<file path="src/rtl/ptrf_pkg.sv">
`timescale 1ns / 1ps
`default_nettype none

package ptrf_pkg;

   localparam int PEER_SLOTS_DEFAULT = 8;

   localparam int MODE_W   = 2;
   localparam int MAC_W    = 48;
   localparam int MEMBER_W = 8;
   localparam int SEQ_W    = 32;
   localparam int STATUS_W = 3;
   localparam int SLOT_W   = 3;

   localparam logic [MODE_W-1:0] MODE_LEARN  = 2'd0;
   localparam logic [MODE_W-1:0] MODE_ACCEPT = 2'd1;
   localparam logic [MODE_W-1:0] MODE_LOOKUP = 2'd2;
   localparam logic [MODE_W-1:0] MODE_CLEAR  = 2'd3;

   localparam logic [STATUS_W-1:0] STATUS_OK          = 3'd0;
   localparam logic [STATUS_W-1:0] STATUS_MAC_REFUSED = 3'd1;
   localparam logic [STATUS_W-1:0] STATUS_UNKNOWN     = 3'd2;
   localparam logic [STATUS_W-1:0] STATUS_FULL        = 3'd3;
   localparam logic [STATUS_W-1:0] STATUS_STALE       = 3'd4;
   localparam logic [STATUS_W-1:0] STATUS_NO_MATCH    = 3'd5;

   typedef struct packed {
      logic                valid;
      logic [MAC_W-1:0]    mac;
      logic [MEMBER_W-1:0] member;
      logic [SEQ_W-1:0]    seq;
   } entry_type;

   typedef struct packed {
      logic mac_en;
      logic seq_en;
      logic set_valid;
      logic clear_all;
   } wr_type;

   typedef struct packed {
      logic mac_eq;
      logic member_eq;
      logic seq_le;
   } match_type;

endpackage

`default_nettype wire

</file>
<file path="src/rtl/ptrf_store.sv">
`timescale 1ns / 1ps
`default_nettype none

module ptrf_store #(
   parameter int PEER_SLOTS = ptrf_pkg::PEER_SLOTS_DEFAULT,
   parameter int IDX_W      = 3
) (
   input  logic                          clock,
   input  logic                          reset,
   input  logic                          rd_en,
   input  logic [IDX_W-1:0]              rd_idx,
   output ptrf_pkg::entry_type           entry,
   input  ptrf_pkg::wr_type              wr,
   input  logic [IDX_W-1:0]              wr_idx,
   input  logic [ptrf_pkg::MAC_W-1:0]    wr_mac,
   input  logic [ptrf_pkg::MEMBER_W-1:0] wr_member,
   input  logic [ptrf_pkg::SEQ_W-1:0]    wr_seq
);
   import ptrf_pkg::*;

   logic [MAC_W-1:0]    mac_mem_ff    [PEER_SLOTS];
   logic [MEMBER_W-1:0] member_mem_ff [PEER_SLOTS];
   logic [SEQ_W-1:0]    seq_mem_ff    [PEER_SLOTS];

   logic [PEER_SLOTS-1:0] valid_ff;
   logic [PEER_SLOTS-1:0] valid_in;
   logic [PEER_SLOTS-1:0] seq_written_ff;
   logic [PEER_SLOTS-1:0] seq_written_in;

   logic                rd_valid_ff;
   logic [MAC_W-1:0]    rd_mac_ff;
   logic [MEMBER_W-1:0] rd_member_ff;
   logic [SEQ_W-1:0]    rd_seq_ff;
   logic                rd_seq_written_ff;

   always_comb begin
      valid_in       = valid_ff;
      seq_written_in = seq_written_ff;
      if (wr.clear_all) begin
         valid_in = '0;
      end else if (wr.set_valid) begin
         valid_in[wr_idx] = 1'b1;
      end
      if (wr.seq_en) begin
         seq_written_in[wr_idx] = 1'b1;
      end
   end

   always_ff @(posedge clock) begin
      if (reset) begin
         valid_ff       <= '0;
         seq_written_ff <= '0;
      end else begin
         valid_ff       <= valid_in;
         seq_written_ff <= seq_written_in;
      end
   end

   always_ff @(posedge clock) begin
      if (wr.mac_en) begin
         mac_mem_ff[wr_idx]    <= wr_mac;
         member_mem_ff[wr_idx] <= wr_member;
      end
      if (wr.seq_en) begin
         seq_mem_ff[wr_idx] <= wr_seq;
      end
   end

   always_ff @(posedge clock) begin
      if (rd_en) begin
         rd_valid_ff       <= valid_ff[rd_idx];
         rd_mac_ff         <= mac_mem_ff[rd_idx];
         rd_member_ff      <= member_mem_ff[rd_idx];
         rd_seq_ff         <= seq_mem_ff[rd_idx];
         rd_seq_written_ff <= seq_written_ff[rd_idx];
      end
   end

   // A sequence slot that was never written reads as zero.
   assign entry.valid  = rd_valid_ff;
   assign entry.mac    = rd_mac_ff;
   assign entry.member = rd_member_ff;
   assign entry.seq    = rd_seq_written_ff ? rd_seq_ff : '0;

endmodule

`default_nettype wire

</file>
<file path="src/rtl/ptrf_match.sv">
`timescale 1ns / 1ps
`default_nettype none

module ptrf_match (
   input  logic [ptrf_pkg::MAC_W-1:0]    op_mac,
   input  logic [ptrf_pkg::MEMBER_W-1:0] op_member,
   input  logic [ptrf_pkg::SEQ_W-1:0]    op_seq,
   input  ptrf_pkg::entry_type           entry,
   output ptrf_pkg::match_type           match
);
   import ptrf_pkg::*;

   assign match.mac_eq    = (entry.mac == op_mac);
   assign match.member_eq = (entry.member == op_member);
   assign match.seq_le    = (op_seq <= entry.seq);

endmodule

`default_nettype wire

</file>
<file path="src/rtl/peer_table_replay_filter_top.sv">
// Peer table with a per-peer sequence replay check.
// Requests arrive on the req_ channel (valid/stall); each request transfer
// yields exactly one response transfer on the rsp_ channel, in order.
// Modes: learn a peer, accept a sequence number, look up a member, clear.
// The csr_ port writes the provisioned flag; write it only while idle.
// A match ends the slot scan early. The scan reads one slot per cycle
// from the slot memory through one shared comparator. req_stall stays
// high from the request transfer until the response is loaded into the
// output register, so one request is handled at a time. A response
// stalled by rsp_stall holds its payload, and a finished request then
// waits before writing the table or taking a new one. A clear skips the
// scan and empties the table at its request transfer.
// Reset (synchronous, active high) drops all valid marks, zeroes every
// stored sequence number, clears the provisioned flag and empties the
// output register.
`timescale 1ns / 1ps
`default_nettype none

module peer_table_replay_filter_top #(
   parameter int PEER_SLOTS = ptrf_pkg::PEER_SLOTS_DEFAULT
) (
   input  logic                          clock,
   input  logic                          reset,
   input  logic                          csr_write_enable,
   input  logic                          csr_write_data,
   input  logic                          req_valid,
   output logic                          req_stall,
   input  logic [ptrf_pkg::MODE_W-1:0]   req_mode,
   input  logic [ptrf_pkg::MAC_W-1:0]    req_peer_mac,
   input  logic [ptrf_pkg::MEMBER_W-1:0] req_member_id,
   input  logic [ptrf_pkg::SEQ_W-1:0]    req_sequence_req,
   input  logic                          req_reset_window,
   output logic                          rsp_valid,
   input  logic                          rsp_stall,
   output logic [ptrf_pkg::STATUS_W-1:0] rsp_status,
   output logic                          rsp_found,
   output logic [ptrf_pkg::SLOT_W-1:0]   rsp_slot,
   output logic [ptrf_pkg::MAC_W-1:0]    rsp_found_mac
);
   import ptrf_pkg::*;

   localparam int IDX_W = (PEER_SLOTS > 1) ? $clog2(PEER_SLOTS) : 1;
   localparam int CNT_W = $clog2(PEER_SLOTS + 1);

   typedef enum logic [1:0] {ST_IDLE, ST_SCAN, ST_PUT} state_type;
   typedef enum logic [1:0] {WR_NONE, WR_UPDATE, WR_SEQ, WR_NEW} wr_kind_type;

   state_type            state_ff, state_in;
   logic                 provisioned_ff;
   logic [MODE_W-1:0]    op_mode_ff, op_mode_in;
   logic [MAC_W-1:0]     op_mac_ff, op_mac_in;
   logic [MEMBER_W-1:0]  op_member_ff, op_member_in;
   logic [SEQ_W-1:0]     op_seq_ff, op_seq_in;
   logic                 op_rst_ff, op_rst_in;
   logic [CNT_W-1:0]     iss_ff, iss_in;
   logic                 chk_vld_ff, chk_vld_in;
   logic [IDX_W-1:0]     chk_idx_ff, chk_idx_in;
   logic                 free_seen_ff, free_seen_in;
   logic [IDX_W-1:0]     free_idx_ff, free_idx_in;
   wr_kind_type          wr_kind_ff, wr_kind_in;
   logic [IDX_W-1:0]     res_idx_ff, res_idx_in;
   logic [STATUS_W-1:0]  res_status_ff, res_status_in;
   logic                 res_found_ff, res_found_in;
   logic [MAC_W-1:0]     res_mac_ff, res_mac_in;
   logic                 rsp_valid_ff, rsp_valid_in;
   logic [STATUS_W-1:0]  rsp_status_ff, rsp_status_in;
   logic                 rsp_found_ff, rsp_found_in;
   logic [SLOT_W-1:0]    rsp_slot_ff, rsp_slot_in;
   logic [MAC_W-1:0]     rsp_found_mac_ff, rsp_found_mac_in;

   logic                 req_take;
   logic                 out_free;
   logic                 rd_en;
   logic [IDX_W-1:0]     rd_idx;
   entry_type            entry;
   match_type            match;
   wr_type               wr;
   logic                 last_slot;
   logic                 free_now;
   logic [IDX_W-1:0]     free_idx_now;

   assign req_take = req_valid && !req_stall;
   assign req_stall = (state_ff != ST_IDLE);
   assign out_free = !rsp_valid_ff || !rsp_stall;
   assign rd_en = (state_ff == ST_SCAN) && (iss_ff < CNT_W'(PEER_SLOTS));
   assign rd_idx = iss_ff[IDX_W-1:0];

   always_comb begin
      wr = '0;
      if (state_ff == ST_PUT && out_free) begin
         wr.mac_en    = (wr_kind_ff == WR_UPDATE) || (wr_kind_ff == WR_NEW);
         wr.seq_en    = (wr_kind_ff == WR_SEQ);
         wr.set_valid = (wr_kind_ff == WR_NEW);
      end
      wr.clear_all = req_take && (req_mode == MODE_CLEAR);
   end

   ptrf_store #(
      .PEER_SLOTS (PEER_SLOTS),
      .IDX_W      (IDX_W)
   ) u_store (
      .clock     (clock),
      .reset     (reset),
      .rd_en     (rd_en),
      .rd_idx    (rd_idx),
      .entry     (entry),
      .wr        (wr),
      .wr_idx    (res_idx_ff),
      .wr_mac    (op_mac_ff),
      .wr_member (op_member_ff),
      .wr_seq    (op_seq_ff)
   );

   ptrf_match u_match (
      .op_mac    (op_mac_ff),
      .op_member (op_member_ff),
      .op_seq    (op_seq_ff),
      .entry     (entry),
      .match     (match)
   );

   assign last_slot    = chk_vld_ff && (chk_idx_ff == IDX_W'(PEER_SLOTS - 1));
   assign free_now     = free_seen_ff || !entry.valid;
   assign free_idx_now = free_seen_ff ? free_idx_ff : chk_idx_ff;

   always_comb begin
      state_in         = state_ff;
      op_mode_in       = op_mode_ff;
      op_mac_in        = op_mac_ff;
      op_member_in     = op_member_ff;
      op_seq_in        = op_seq_ff;
      op_rst_in        = op_rst_ff;
      iss_in           = iss_ff;
      chk_vld_in       = 1'b0;
      chk_idx_in       = chk_idx_ff;
      free_seen_in     = free_seen_ff;
      free_idx_in      = free_idx_ff;
      wr_kind_in       = wr_kind_ff;
      res_idx_in       = res_idx_ff;
      res_status_in    = res_status_ff;
      res_found_in     = res_found_ff;
      res_mac_in       = res_mac_ff;
      rsp_valid_in     = rsp_valid_ff && rsp_stall;
      rsp_status_in    = rsp_status_ff;
      rsp_found_in     = rsp_found_ff;
      rsp_slot_in      = rsp_slot_ff;
      rsp_found_mac_in = rsp_found_mac_ff;

      case (state_ff)
         ST_IDLE: begin
            if (req_take) begin
               op_mode_in    = req_mode;
               op_mac_in     = req_peer_mac;
               op_member_in  = req_member_id;
               op_seq_in     = req_sequence_req;
               op_rst_in     = req_reset_window;
               iss_in        = '0;
               free_seen_in  = 1'b0;
               free_idx_in   = '0;
               wr_kind_in    = WR_NONE;
               res_idx_in    = '0;
               res_status_in = STATUS_OK;
               res_found_in  = 1'b0;
               res_mac_in    = '0;
               if (req_mode == MODE_CLEAR) begin
                  state_in = ST_PUT;
               end else begin
                  state_in = ST_SCAN;
               end
            end
         end
         ST_SCAN: begin
            if (rd_en) begin
               iss_in     = iss_ff + CNT_W'(1);
               chk_vld_in = 1'b1;
               chk_idx_in = rd_idx;
            end
            if (chk_vld_ff) begin
               case (op_mode_ff)
                  MODE_LEARN: begin
                     if (entry.valid && (match.member_eq || match.mac_eq)) begin
                        state_in     = ST_PUT;
                        res_found_in = 1'b1;
                        res_idx_in   = chk_idx_ff;
                        if (provisioned_ff && !match.mac_eq) begin
                           res_status_in = STATUS_MAC_REFUSED;
                        end else begin
                           res_status_in = STATUS_OK;
                           wr_kind_in    = WR_UPDATE;
                        end
                     end else begin
                        free_seen_in = free_now;
                        free_idx_in  = free_idx_now;
                        if (last_slot) begin
                           state_in = ST_PUT;
                           if (provisioned_ff) begin
                              res_status_in = STATUS_UNKNOWN;
                           end else if (free_now) begin
                              res_status_in = STATUS_OK;
                              res_found_in  = 1'b1;
                              res_idx_in    = free_idx_now;
                              wr_kind_in    = WR_NEW;
                           end else begin
                              res_status_in = STATUS_FULL;
                           end
                        end
                     end
                  end
                  MODE_ACCEPT: begin
                     if (entry.valid && match.mac_eq) begin
                        state_in     = ST_PUT;
                        res_found_in = 1'b1;
                        res_idx_in   = chk_idx_ff;
                        if (!op_rst_ff && match.seq_le) begin
                           res_status_in = STATUS_STALE;
                        end else begin
                           res_status_in = STATUS_OK;
                           wr_kind_in    = WR_SEQ;
                        end
                     end else if (last_slot) begin
                        state_in      = ST_PUT;
                        res_status_in = STATUS_NO_MATCH;
                     end
                  end
                  MODE_LOOKUP: begin
                     if (entry.valid && match.member_eq) begin
                        state_in      = ST_PUT;
                        res_found_in  = 1'b1;
                        res_idx_in    = chk_idx_ff;
                        res_status_in = STATUS_OK;
                        res_mac_in    = entry.mac;
                     end else if (last_slot) begin
                        state_in      = ST_PUT;
                        res_status_in = STATUS_NO_MATCH;
                     end
                  end
                  default: begin
                     state_in = ST_PUT;
                  end
               endcase
            end
         end
         ST_PUT: begin
            if (out_free) begin
               state_in         = ST_IDLE;
               rsp_valid_in     = 1'b1;
               rsp_status_in    = res_status_ff;
               rsp_found_in     = res_found_ff;
               rsp_slot_in      = res_found_ff ? SLOT_W'(res_idx_ff) : '0;
               rsp_found_mac_in = res_mac_ff;
            end
         end
         default: begin
            state_in = ST_IDLE;
         end
      endcase
   end

   always_ff @(posedge clock) begin
      if (reset) begin
         state_ff       <= ST_IDLE;
         provisioned_ff <= 1'b0;
         chk_vld_ff     <= 1'b0;
         rsp_valid_ff   <= 1'b0;
      end else begin
         state_ff         <= state_in;
         chk_vld_ff       <= chk_vld_in;
         rsp_valid_ff     <= rsp_valid_in;
         if (csr_write_enable) begin
            provisioned_ff <= csr_write_data;
         end
         op_mode_ff       <= op_mode_in;
         op_mac_ff        <= op_mac_in;
         op_member_ff     <= op_member_in;
         op_seq_ff        <= op_seq_in;
         op_rst_ff        <= op_rst_in;
         iss_ff           <= iss_in;
         chk_idx_ff       <= chk_idx_in;
         free_seen_ff     <= free_seen_in;
         free_idx_ff      <= free_idx_in;
         wr_kind_ff       <= wr_kind_in;
         res_idx_ff       <= res_idx_in;
         res_status_ff    <= res_status_in;
         res_found_ff     <= res_found_in;
         res_mac_ff       <= res_mac_in;
         rsp_status_ff    <= rsp_status_in;
         rsp_found_ff     <= rsp_found_in;
         rsp_slot_ff      <= rsp_slot_in;
         rsp_found_mac_ff <= rsp_found_mac_in;
      end
   end

   assign rsp_valid     = rsp_valid_ff;
   assign rsp_status    = rsp_status_ff;
   assign rsp_found     = rsp_found_ff;
   assign rsp_slot      = rsp_slot_ff;
   assign rsp_found_mac = rsp_found_mac_ff;

endmodule

`default_nettype wire

</file>
<file path="config.mk">
export PLATFORM = sky130hd
export DESIGN_NAME = peer_table_replay_filter_top
export DESIGN_NICKNAME = d
export VERILOG_FILES = /design/src/rtl/ptrf_pkg.sv /design/src/rtl/ptrf_store.sv /design/src/rtl/ptrf_match.sv /design/src/rtl/peer_table_replay_filter_top.sv
export SDC_FILE = /design/constraint.sdc
export NUM_CORES = 1
export LEC_CHECK = 0
export ABC_CLOCK_PERIOD_IN_PS = 5500
export BUFFER_PORTS_ARGS = -buffer_cell sky130_fd_sc_hd__buf_2
export CAP_MARGIN = 5
export CORE_AREA = 2 2 317 319
export DETAILED_ROUTE_END_ITERATION = 10
export DIE_AREA = 0 0 319 321
export MAX_ROUTING_LAYER = met4
export PLACE_DENSITY_LB_ADDON = 0.25
export SETUP_SLACK_MARGIN = 0.1
export SLEW_MARGIN = 20
export SYNTH_ARGS = -nofsm -noshare
export SYNTH_HDL_FRONTEND = slang
export SYNTH_HIERARCHICAL = 1
export SYNTH_SLANG_ARGS = --single-unit
</file>
<file path="constraint.sdc">
create_clock -name clock -period 5.5 [get_ports clock]
set_input_delay 0.825 -clock clock [delete_from_list [all_inputs] [get_ports clock]]
set_output_delay 0.825 -clock clock [all_outputs]
set_load 0.01 [all_outputs]
</file>
==> reports/qor.txt <==
CRITICAL PATH
---------------------------------------------------------------------------------
Critical path type                                                     reg -> reg
Bufs and invs on worst path                                                     1
R2R Path End                                                         res_mac_ff[11]
Top delay family on crit path                                        compound AO/OA/AOI/OAI gates
Top fanout value on the critical path                                          26
Slack of the worst reg-to-reg path                                        2.15 ns
Largest stage delay, worst path                                           0.79 ns
WP data required                                                          5.83 ns
Crit start category                                                          flop
CP max-delay cell                                                         a21oi_4
Worst path cell trace                                                xnor2_1 > nand4_1 > nor2_1 > o211ai_1 > a21oi_4 > buf_4
End of the critical path                                             res_mac_ff[11]
Crit path from                                                       op_member_ff[6]
Number of cells on the worst reg-to-reg path                                    6
WP data arrival                                                           3.68 ns
Nature of the critical path endpoint                                         flop
RR Startpoint                                                        op_member_ff[6]
Levels on crit path                                                             6

FINAL LAYOUT
---------------------------------------------------------------------------------
Share of post-route cells with drive strength above 1                      29.51%
Non-filler instance count after layout                                       3434
Net count, final                                                             2178
Area occupied by registers                                           0.03069 mm^2
Footprint of the multi-input gates                                   0.008005 mm^2
Fillers                                                                      8388
Syn-to-layout area delta                                                   14.80%

POWER
---------------------------------------------------------------------------------
Peak supply drop                                                        0.2583 mV
Cell area power density                                              368.8 mW/mm^2
Standby leakage power                                                    14.57 nW

PLACED DESIGN
---------------------------------------------------------------------------------
Count of input and output buffers                                             153
DP Wirelength                                                            47610 um
Global placement routability congestion                                    0.7719
Placed Cells                                                                 3233

DIE
---------------------------------------------------------------------------------
Core area                                                            0.09928 mm^2
Starting Density                                                           39.50%
Placement row count                                                           116
Die H                                                                      321 um
Width of the chip                                                          319 um
Count of pins on the block boundary                                           154
DIE AREA                                                              0.1024 mm^2

DETAILED ROUTING
---------------------------------------------------------------------------------
Wire per inst                                                            23.91 um
First drt pass iteration count                                                  6
Wire length reported by the detailed router                              82110 um
Detailed router's first-iteration violation count                            1474
Routed via count divided by cell count                                      5.243
Number of vias after detailed routing                                       18000
Post-detailed-route DRC marker count                                            0
Antenna viol nets, final                                                        0

CLOCK NETWORK
---------------------------------------------------------------------------------
Number of buffers added for setup after CTS                                     0
Number of clock sinks                                                        1029
# resized after CTS                                                             0
TritonCTS clock tree                                                        built
CTS buffer count                                                              106
Hold buffer count at cts                                                        0
Root Buffer Master                                                      clkbuf_16
Worst-path clk slew                                                       0.06 ns
Clock latency of the later-clocked register in the worst-skew pair        0.68 ns
Clock buffer depth                                                              3
H-tree depth reported by CTS                                                    3

GLOBAL ROUTE
---------------------------------------------------------------------------------
First-pass GRT wire length                                              122200 um
Global-route usage over all layers                                         16.54%
GR Overflow Total                                                               0
Maximum number of pins on one net before global-route repair                  145
Via count of the first global-routing pass                                  18850
Antenna violations before repair                                                6

SYNTH
---------------------------------------------------------------------------------
Post-synthesis cell area                                             0.03921 mm^2
Syn_nets                                                                     1954
Flip-flop and latch count after synthesis                                    1029
Average cell area after synthesis                                      21.54 um^2
Post-synthesis async set-or-reset flop share                                   0%
Synth cell types                                                               60
Synth Warn #                                                                    6
Portion of the post-synthesis area used by sequential elements             78.27%
Ys flop type                                                             edfxtp_1
Gate count of the mapped netlist                                             1820
Number of enable-type register cells in the synthesized netlist              1008

STA
---------------------------------------------------------------------------------
Worst Tran Pin Value                                                    0.9972 ns
Maximum achievable frequency                                           0.2983 GHz
Setup skew after layout                                                0.02882 ns
Period Utilization, post-route                                             60.96%
Final slew viol count                                                           0
Final Hold Vio Count                                                            0
Final setup TNS                                                              0 ns
Setup repair after global routing missed its margin                            no
Normalized max-slew margin                                                 33.52%
Count of final setup violators                                                  0
Clock period minus final worst setup slack                               3.353 ns

WORST HOLD PATH
---------------------------------------------------------------------------------
Hold/Removal Path Class                                                 in -> reg
Worst hold start                                                     req_peer_mac[43]

FLOW RUN
---------------------------------------------------------------------------------
Number of maximum-capacitance constraint violations                             0

RUN STATUS
---------------------------------------------------------------------------------
Outcome                                                              finished clean

[flip-flops by register name, summed over array words and instances (netlist names), 4 cells and up]
register,flops
op_member_ff,8
op_seq_ff,32
iss_ff,4
u_store/rd_member_ff,8
u_store/seq_written_ff,8
res_mac_ff,48
rsp_found_mac,48
u_store/valid_ff,8
u_store/seq_mem_ff,256
u_store/rd_seq_ff,32
op_mac_ff,48
u_store/rd_mac_ff,48
u_store/mac_mem_ff,384
u_store/member_mem_ff,64
[power by group]
part | internal [mW] | switching, mW
sequential | 8.77 | 0.149
combinational | 0.358 | 0.419
clock | 4.00 | 2.91
total | 13.1 | 3.48
[synth_stat cells, drive strengths merged, types with 4 or more instances]
master / count / area [um^2]
clkbuf: 32 / 122.6
o21a: 8 / 60.06
ha: 37 / 462.9
dfxtp: 21 / 420.4
mux2: 90 / 1013
nand4: 15 / 108.9
a221oi: 4 / 35.03
nand3: 8 / 40.04
nor2: 34 / 130.1
nor3: 7 / 35.03
nand2: 22 / 87.58
mux2i: 7 / 70.07
edfxtp: 1008 / 30270
buf: 41 / 290.3
a21oi: 29 / 145.1
xnor2: 9 / 78.83
xor2: 49 / 429.2
o21ai: 10 / 50.05
inv: 55 / 206.4
and2: 86 / 538.0
nand2b: 9 / 63.81
nor4: 13 / 81.33
mux4: 180 / 4054
[worst reg2reg max path, cell delays in order, from the launching register on]
cell and delay (ns):
edfxtp_1 0.53, xnor2_1 0.31, nand4_1 0.17, nor2_1 0.40
o211ai_1 0.25, a21oi_4 0.79, buf_4 0.51
[layer usage]
metal | wire length (um) | GRT usage [%]
met5 | 0 | -
met4 | 1761 | 4.570
met3 | 4722 | 2.500
met2 | 39800 | 26.16
met1 | 35820 | 22.51
[how the worst min path moves through the flow]
| stage | end | depth (start not counted) | slack, ns |
|---|---|---|---|
| 6_report | op_mac_ff[43] | 1 | 0.32 |
| 5_1_grt | op_mac_ff[43] | 1 | 0.28 |
| 4_1_cts | op_mac_ff[43] | 1 | 0.27 |
| 3_5_place_dp | rsp_found_mac[16] | 0 | 0.40 |
| 3_3_place_gp | rsp_found_mac[47] | 0 | 0.41 |
| 2_1_floorplan | rsp_found_mac[0] | 0 | 0.40 |
[cells by family after synthesis]
group / synth area share [%]
flops: 78.27
fa+ha+maj: 1.181
mux: 13.10
xor+xnor: 1.296
buf+inv: 1.580
compound gates: 1.260
simple gates: 3.312
[cell type report]
class / instances / area share [%]
inverter: 55 / 0.4587
clock buffer: 139 / 6.282
multi-input combinational: 663 / 17.78
sequential: 1029 / 68.18
antenna: 1 / 0.005559
timing repair buffer: 189 / 2.485
tap: 1298 / 3.608
clock inverter: 60 / 1.195
[placed cells by master, fill, tap and decap left out, drive strengths merged, types with 9 or more instances in the layout]
cell type  netlist  final
a21oi           29     29
and2            86     86
buf             41    189
clkbuf          32    139
clkinv           0     43
dfxtp           21     21
edfxtp        1008   1008
ha              37     37
inv             55     60
mux2            90     90
mux4           180    180
nand2           22     22
nand2b           9      9
nand4           15     15
nor2            34     34
nor4            13     13
o21ai           10     10
xnor2            9      9
xor2            49     49
[stage by stage]
stage	util, %	hold slack [ns]	area (um^2)	power [mW]	setup WS, ns
2_1_floorplan	-	0.4003	39220	9.576	0.1358
3_3_place_gp	41.92	0.4143	41610	9.858	2.004
3_5_place_dp	41.92	0.4045	41610	9.870	1.962
4_1_cts	45.31	0.2716	44980	16.79	2.064
5_1_grt	45.34	0.2842	45010	17.16	1.897
6_report	45.34	0.3172	45010	16.60	2.147
No activity file was read; power rests on OpenSTA's default activity.
